==> src/sv/kmne_pkg.sv <==
// ============================================================================
// kmne_pkg
// Shared types and constants for the key-scan MIDI note encoder.
// ============================================================================
`default_nettype none

package kmne_pkg;

    // Configuration register indexes
    localparam logic [1:0] CFG_PITCH_OFFSET   = 2'd0;
    localparam logic [1:0] CFG_BASE_NOTE      = 2'd1;
    localparam logic [1:0] CFG_MIDI_CHANNEL   = 2'd2;
    localparam logic [1:0] CFG_PRESS_VELOCITY = 2'd3;

    // Reset values of the configuration registers
    localparam logic [6:0] PITCH_OFFSET_RST   = 7'd0;
    localparam logic [6:0] BASE_NOTE_RST      = 7'd12;
    localparam logic [3:0] MIDI_CHANNEL_RST   = 4'd0;
    localparam logic [6:0] PRESS_VELOCITY_RST = 7'd64;

    localparam logic [7:0] NOTE_ON_STATUS = 8'h90;
    localparam logic [6:0] NOTE_MAX       = 7'd127;
    localparam logic [6:0] RELEASE_VEL    = 7'd0;

    // Width of base + offset + key index before saturation
    localparam int SUM_W = 9;

    typedef struct packed {
        logic       has_status;
        logic [7:0] status_byte;
        logic [6:0] note_number;
        logic [6:0] velocity;
    } note_evt_t;

endpackage : kmne_pkg

`default_nettype wire

==> src/sv/key_scan_midi_note_encoder.sv <==
// ============================================================================
// key_scan_midi_note_encoder
// Turns successive key scans into MIDI note-on and running-status events.
// ============================================================================
// A scan is accepted only while the block is idle. It is then compared with
// the previous scan and the changed keys are walked one key per clock while
// the output side does not stall the walk: first the pressed keys, then the
// released keys, each pass going through a shift register. One event is held
// back until the next one (or the end of the walk) is found, so that the
// final event can carry last_event. While event_ready is held low, a changed
// key that needs the occupied output register holds the walk.
// Configuration writes take effect at the clock edge at which cfg_write is
// high and must only be issued while the block is idle.
`default_nettype none

module key_scan_midi_note_encoder
    import kmne_pkg::*;
#(
    parameter int NUM_KEYS = 48
) (
    input  wire logic                clk,
    input  wire logic                rst_n,

    input  wire logic                cfg_write,
    input  wire logic [1:0]          cfg_index,
    input  wire logic [6:0]          cfg_data,

    input  wire logic                key_valid,
    output logic                     key_ready,
    input  wire logic [NUM_KEYS-1:0] key_states,

    output logic                     event_valid,
    input  wire logic                event_ready,
    output logic                     has_status,
    output logic [7:0]               status_byte,
    output logic [6:0]               note_number,
    output logic [6:0]               velocity,
    output logic                     last_event
);

    localparam int KW = $clog2(NUM_KEYS);
    localparam logic [KW-1:0] LAST_KEY = KW'(NUM_KEYS - 1);

    localparam logic [1:0] ST_IDLE  = 2'd0;
    localparam logic [1:0] ST_SCAN  = 2'd1;
    localparam logic [1:0] ST_FLUSH = 2'd2;

    logic [1:0]          state_reg, state_next;
    logic [NUM_KEYS-1:0] prev_keys_reg, prev_keys_next;
    logic [NUM_KEYS-1:0] press_sr_reg, press_sr_next;
    logic [NUM_KEYS-1:0] release_sr_reg, release_sr_next;
    logic [KW-1:0]       key_cnt_reg, key_cnt_next;
    logic                phase_reg, phase_next;
    logic                first_reg, first_next;
    logic                pend_valid_reg, pend_valid_next;
    note_evt_t           pend_reg, pend_next;
    logic                out_valid_reg, out_valid_next;
    note_evt_t           out_reg, out_next;
    logic                out_last_reg, out_last_next;

    logic [6:0] pitch_offset_reg;
    logic [6:0] base_note_reg;
    logic [3:0] midi_channel_reg;
    logic [6:0] press_velocity_reg;

    logic             cur_bit;
    logic             out_free;
    logic [SUM_W-1:0] note_sum;
    logic [6:0]       cur_note;

    always_comb
    begin
        cur_bit  = phase_reg ? release_sr_reg[0] : press_sr_reg[0];
        out_free = !out_valid_reg || event_ready;
        note_sum = SUM_W'(base_note_reg) + SUM_W'(pitch_offset_reg) + SUM_W'(key_cnt_reg);
        cur_note = (note_sum > SUM_W'(NOTE_MAX)) ? NOTE_MAX : note_sum[6:0];
    end

    always_comb
    begin
        state_next      = state_reg;
        prev_keys_next  = prev_keys_reg;
        press_sr_next   = press_sr_reg;
        release_sr_next = release_sr_reg;
        key_cnt_next    = key_cnt_reg;
        phase_next      = phase_reg;
        first_next      = first_reg;
        pend_valid_next = pend_valid_reg;
        pend_next       = pend_reg;
        out_valid_next  = out_valid_reg && !event_ready;
        out_next        = out_reg;
        out_last_next   = out_last_reg;

        case (state_reg)
            ST_IDLE:
            begin
                if (key_valid)
                begin
                    press_sr_next   = key_states & ~prev_keys_reg;
                    release_sr_next = prev_keys_reg & ~key_states;
                    prev_keys_next  = key_states;
                    key_cnt_next    = '0;
                    phase_next      = 1'b0;
                    first_next      = 1'b1;
                    pend_valid_next = 1'b0;
                    state_next      = ST_SCAN;
                end
            end

            ST_SCAN:
            begin
                // A changed key with an event already held back needs the
                // output register; wait while it is still occupied.
                if (!(cur_bit && pend_valid_reg && !out_free))
                begin
                    if (cur_bit)
                    begin
                        if (pend_valid_reg)
                        begin
                            out_next       = pend_reg;
                            out_last_next  = 1'b0;
                            out_valid_next = 1'b1;
                        end
                        pend_next.has_status  = first_reg;
                        pend_next.status_byte = first_reg ?
                                                (NOTE_ON_STATUS | {4'd0, midi_channel_reg}) :
                                                8'd0;
                        pend_next.note_number = cur_note;
                        pend_next.velocity    = phase_reg ? RELEASE_VEL : press_velocity_reg;
                        pend_valid_next       = 1'b1;
                        first_next            = 1'b0;
                    end

                    if (phase_reg)
                    begin
                        release_sr_next = release_sr_reg >> 1;
                    end
                    else
                    begin
                        press_sr_next = press_sr_reg >> 1;
                    end

                    if (key_cnt_reg == LAST_KEY)
                    begin
                        key_cnt_next = '0;
                        if (phase_reg)
                        begin
                            state_next = ST_FLUSH;
                        end
                        else
                        begin
                            phase_next = 1'b1;
                        end
                    end
                    else
                    begin
                        key_cnt_next = key_cnt_reg + 1'b1;
                    end
                end
            end

            ST_FLUSH:
            begin
                if (!pend_valid_reg)
                begin
                    state_next = ST_IDLE;
                end
                else if (out_free)
                begin
                    out_next        = pend_reg;
                    out_last_next   = 1'b1;
                    out_valid_next  = 1'b1;
                    pend_valid_next = 1'b0;
                    state_next      = ST_IDLE;
                end
            end

            default:
            begin
                state_next = ST_IDLE;
            end
        endcase
    end

    always_ff @(posedge clk or negedge rst_n)
    begin
        if (!rst_n)
        begin
            state_reg      <= ST_IDLE;
            prev_keys_reg  <= '0;
            key_cnt_reg    <= '0;
            phase_reg      <= 1'b0;
            first_reg      <= 1'b0;
            pend_valid_reg <= 1'b0;
            out_valid_reg  <= 1'b0;
        end
        else
        begin
            state_reg      <= state_next;
            prev_keys_reg  <= prev_keys_next;
            key_cnt_reg    <= key_cnt_next;
            phase_reg      <= phase_next;
            first_reg      <= first_next;
            pend_valid_reg <= pend_valid_next;
            out_valid_reg  <= out_valid_next;
        end
    end

    always_ff @(posedge clk)
    begin
        press_sr_reg   <= press_sr_next;
        release_sr_reg <= release_sr_next;
        pend_reg       <= pend_next;
        out_reg        <= out_next;
        out_last_reg   <= out_last_next;
    end

    always_ff @(posedge clk or negedge rst_n)
    begin
        if (!rst_n)
        begin
            pitch_offset_reg   <= PITCH_OFFSET_RST;
            base_note_reg      <= BASE_NOTE_RST;
            midi_channel_reg   <= MIDI_CHANNEL_RST;
            press_velocity_reg <= PRESS_VELOCITY_RST;
        end
        else if (cfg_write)
        begin
            case (cfg_index)
                CFG_PITCH_OFFSET:   pitch_offset_reg   <= cfg_data;
                CFG_BASE_NOTE:      base_note_reg      <= cfg_data;
                CFG_MIDI_CHANNEL:   midi_channel_reg   <= cfg_data[3:0];
                CFG_PRESS_VELOCITY: press_velocity_reg <= cfg_data;
                default:            ;
            endcase
        end
    end

    assign key_ready   = (state_reg == ST_IDLE);
    assign event_valid = out_valid_reg;
    assign has_status  = out_reg.has_status;
    assign status_byte = out_reg.status_byte;
    assign note_number = out_reg.note_number;
    assign velocity    = out_reg.velocity;
    assign last_event  = out_last_reg;

endmodule : key_scan_midi_note_encoder

`default_nettype wire

==> config.mk <==
export PLATFORM = sky130hd
export DESIGN_NAME = key_scan_midi_note_encoder
export DESIGN_NICKNAME = d
export VERILOG_FILES = /design/src/sv/kmne_pkg.sv /design/src/sv/key_scan_midi_note_encoder.sv
export SDC_FILE = /design/constraint.sdc
export NUM_CORES = 1
export LEC_CHECK = 0
export BUFFER_PORTS_ARGS = -buffer_cell sky130_fd_sc_hd__clkbuf_2
export CAP_MARGIN = 20
export CELL_PAD_IN_SITES_DETAIL_PLACEMENT = 0
export CELL_PAD_IN_SITES_GLOBAL_PLACEMENT = 2
export CORE_UTILIZATION = 32
export CTS_BUF_LIST = sky130_fd_sc_hd__clkbuf_4 sky130_fd_sc_hd__clkbuf_8 sky130_fd_sc_hd__clkbuf_16
export CTS_CLUSTER_SIZE = 20
export DETAILED_ROUTE_END_ITERATION = 6
export MAX_ROUTING_LAYER = met4
export PLACE_DENSITY = 0.67
export SYNTH_ARGS = -nofsm -noshare
export SYNTH_HDL_FRONTEND = slang
export SYNTH_SLANG_ARGS = --single-unit
==> constraint.sdc <==
create_clock -name clk -period 5.14 [get_ports clk]
set_input_delay 0.257 -clock clk [delete_from_list [all_inputs] [get_ports clk]]
set_output_delay 0.257 -clock clk [all_outputs]
set_load 0.005 [all_outputs]
==> results.py <==
metrics = {
    "timing": {
        "slew_headroom_pct": 40.8,
        "whs_ps": 22.5,
        "fmaxAchievable_ghz": 0.326,
        "min_period_over_period_pct": 59.7,
        "finalHoldViolCount": 0,
        "skew_ps": 16.5,
        "setup_violations": 0,
        "rsz0062_at_grt": "false",
        "worst_pin_slew_ps": 888,
        "tns_ps": 0,
        "min_period_ps": 3070,
        "slew_violations": 0,
    },
    "cts": {
        "clockRootBuffer": "clkbuf_16",
        "clk_path_buf_depth": 3,
        "cts_tree": "done",
        "clk_latency_ps": 520,
        "clk_pin_slew_ps": 60,
        "numClockSinks": 220,
        "cts_buffers": 25,
        "h-tree-depth": 1,
        "cts_setup_buffers": 0,
    },
    "final_layout": {
        "nets": 908,
        "area_growth_pct": 21.5,
        "drive_gt1_share_pct": 26.2,
        "num_antenna_cells": 0,
        "n_fill_cell": 2778,
    },
    "setup_path": {
        "worst-path-max-fanout": 7,
        "cp-start-kind": "flop",
        "crit_arrival_ps": 3320,
        "path_class": "flop to flop",
        "slowest_delay_ps": 530,
        "crit_path_end_kind": "flop",
        "cp_top_family": "adder cells",
        "crit_required_ps": 5390,
        "path_cells": "inv_1, fa_1, inv_1, ha_1, fa_1, a211o_1, nand2b_1, a221o_2, or3b_2",
        "crit_buf_inv": 2,
        "cp_slowest_cell": "fa_1",
    },
    "global_route": {
        "grt_max_degree": 88,
        "grt_pass1_wl_mm": 32.0,
        "antenna_found_initial": 0,
        "grt_overflow": 0,
        "grt_pass1_vias": 6091,
        "grt_use_total_pct": 13.6,
    },
    "synthesis": {
        "synth-seq-cells": 220,
        "synth_area_leaders": "edfxtp_1 (43%), dfrtp_1 (22%), mux2_2 (8.5%), a22o_1 (4.6%), nand2_1 (4.1%)",
        "synth_flop_cell": "edfxtp_1",
        "synth_cell_types": 52,
        "synthArstFlopShare_pct": 38.6,
        "synthCells": 712,
        "yosysMostFrequentCell": "edfxtp_1",
        "yosysWarnings": 0,
        "yosysSeqAreaShare_pct": 65.7,
        "synth_area_per_cell_um2": 13.2,
        "syn_area_um2": 9420,
        "synth_common_cells": "edfxtp_1 (135), nand2_1 (103), dfrtp_1 (82)",
        "synth-edff-count": 135,
        "yosys.area.top_type": "edfxtp_1",
        "synth_top_cell_area_share_pct": 43.0,
    },
    "power_and_ir_drop": {
        "clock_power_share_pct": 25.3,
        "p_leak_nw": 4.59,
        "p_sw_mw": 2.21,
        "sequentialPowerShare_pct": 45.8,
        "ir_drop_mv": 0.241,
        "power.share.combinational_pct": 28.8,
        "power.internal_mw": 4.92,
        "powerDensity_nw_per_um2": 623,
        "switching_share_pct": 31.0,
    },
    "route": {
        "met3_wirelength_um": 688,
        "routed-wl-met2_mm": 9.13,
        "routedWlPerCell_um": 15.8,
        "wl_met1_mm": 9.34,
        "topRoutingLayerUsed": "met4",
        "firstDrtPassIters": 4,
        "drcViolationCount": 0,
        "ant_nets": 0,
        "drt_iter0_drc": 286,
        "num_vias": 5905,
        "via_per_inst": 4.80,
        "finalWirelength_mm": 19.5,
    },
    "die": {
        "initial_utilization_pct": 32.6,
        "rows": 62,
        "core_um2": 28900,
        "ios": 88,
        "die_w_um": 174,
        "die_h_um": 174,
        "die-area_um2": 30100,
    },
    "place": {
        "gp_congestion": 0.731,
        "portBuffers": 85,
        "dp_hpwl_mm": 12.4,
    },
    "hold_path": {
        "hold_class": "input pin to flop",
    },
    "run": {
        "drv_cap": 0,
    },
    "outcome": {
        "status": "finished clean",
    },
}
-- kinds of logic after synthesis --
family	share of synthesized area [%]
adders and majority gates	3.08
AOI/OAI and AO/OA	10.0
DFF	65.7
and+or+nand+nor	9.76
buffers and inverters	2.29
xor gates and xnor gates	0.186
other	0.0398
muxes	8.97
-- layout make-up --
| cell class | instances | area, um^2 | area share (%) |
|---|---|---|---|
| Clock buffer | 32 | 697 | 6.09 |
| Multi-Input combinational cell | 440 | 3070 | 26.8 |
| Clock inverter | 14 | 149 | 1.30 |
| Tap cell | 384 | 480 | 4.20 |
| Sequential cell | 220 | 6180 | 54.1 |
| Inverter | 17 | 63.8 | 0.558 |
| Timing Repair Buffer | 123 | 796 | 6.96 |
-- power by group through the flow --
stage / clock [mW] / sequential, mW / combinational (mW)
after CTS: 1.87 / 3.27 / 2.09
after global placement: 0 / 3.27 / 2.02
after global routing: 1.93 / 3.35 / 2.33
after floorplan: 0 / 3.20 / 1.51
after detailed placement: 0 / 3.29 / 2.06
final: 1.81 / 3.27 / 2.06
-- worst reg2reg max path, stage by stage, from the launching register on --
cell and delay, ps:
dfrtp_1 390, inv_1 90, fa_1 530, inv_1 40
ha_1 230, fa_1 420, a211o_1 330, nand2b_1 100
a221o_2 210, or3b_2 460
-- final timing paths --
check	endpoint	cells past startpoint	start	slack [ps]
setup / recovery	pend_reg[8]$_SDFFCE_PN1P_	9	key_cnt_reg[1]$_DFFE_PN0P_	2070
hold / removal	prev_keys_reg[20]$_DFFE_PN0P_	2	key_states[20]	20
setup reg to reg	pend_reg[8]$_SDFFCE_PN1P_	9	key_cnt_reg[1]$_DFFE_PN0P_	2070
hold reg to reg	status_byte[4]$_DFFE_PP_	0	pend_reg[18]$_DFFE_PP_	420
max in group asynchronous	press_velocity_reg[4]$_DFFE_PN0P_	3	rst_n	3790
min in group asynchronous	prev_keys_reg[17]$_DFFE_PN0P_	2	rst_n	230
-- stage by stage --
step | cell area (um^2) | utilization [%] | worst slack (ps) | total power, mW | cells
finish | 11400 | 39.6 | 2070 | 7.13 | 1230
global route | 11400 | 39.6 | 1890 | 7.62 | 1230
CTS | 11400 | 39.6 | 2020 | 7.22 | 1229
detailed placement | 10300 | 35.7 | 2050 | 5.35 | 1155
global placement | 10300 | 35.7 | 2120 | 5.29 | 1155
floorplan | 9420 | - | 1010 | 4.72 | 713
-- metal layers --
| metal | vias up | GRT usage, % |
|---|---|---|
| met5 | - | - |
| met4 | 0 | 3.58 |
| met3 | 25 | 2.21 |
| met2 | 116 | 21.6 |
| met1 | 2939 | 18.0 |
| li1 | 2825 | - |
-- what timing repair did --
action / 4_1_cts / 5_1_grt
gates resized for setup: 0 / 0
hold endpoints to repair: 57 / 0
hold buffers: 28 / 0
-- cell usage in the layout, fill, tap and decap left out, types with 3 or more instances in the layout --
| master | Yosys | final |
|---|---|---|
| a21o_1 | 4 | 4 |
| clkinv_1 | 1 | 5 |
| bufinv_16 | 0 | 3 |
| nor2_1 | 51 | 51 |
| fa_1 | 7 | 7 |
| ha_1 | 12 | 11 |
| clkbuf_2 | 0 | 84 |
| nand3_1 | 8 | 8 |
| nor3_1 | 4 | 3 |
| a31oi_1 | 3 | 3 |
| a211o_1 | 4 | 4 |
| dfstp_2 | 3 | 3 |
| a21oi_1 | 9 | 7 |
| nand2b_1 | 3 | 3 |
| clkbuf_16 | 0 | 25 |
| nand2_1 | 103 | 102 |
| dfrtp_1 | 82 | 82 |
| nor2b_1 | 10 | 10 |
| nand3b_1 | 9 | 9 |
| o21ai_0 | 55 | 55 |
| mux2_2 | 71 | 71 |
| inv_1 | 16 | 16 |
| edfxtp_1 | 135 | 135 |
| dlygate4sd3_1 | 0 | 28 |
| a22o_1 | 49 | 49 |
| clkinv_2 | 0 | 3 |
| clkbuf_8 | 0 | 3 |
| mux2i_1 | 3 | 3 |
| clkbuf_4 | 0 | 4 |
| buf_4 | 4 | 10 |
| and2_1 | 4 | 4 |
Power figures use the tool's default switching activity.
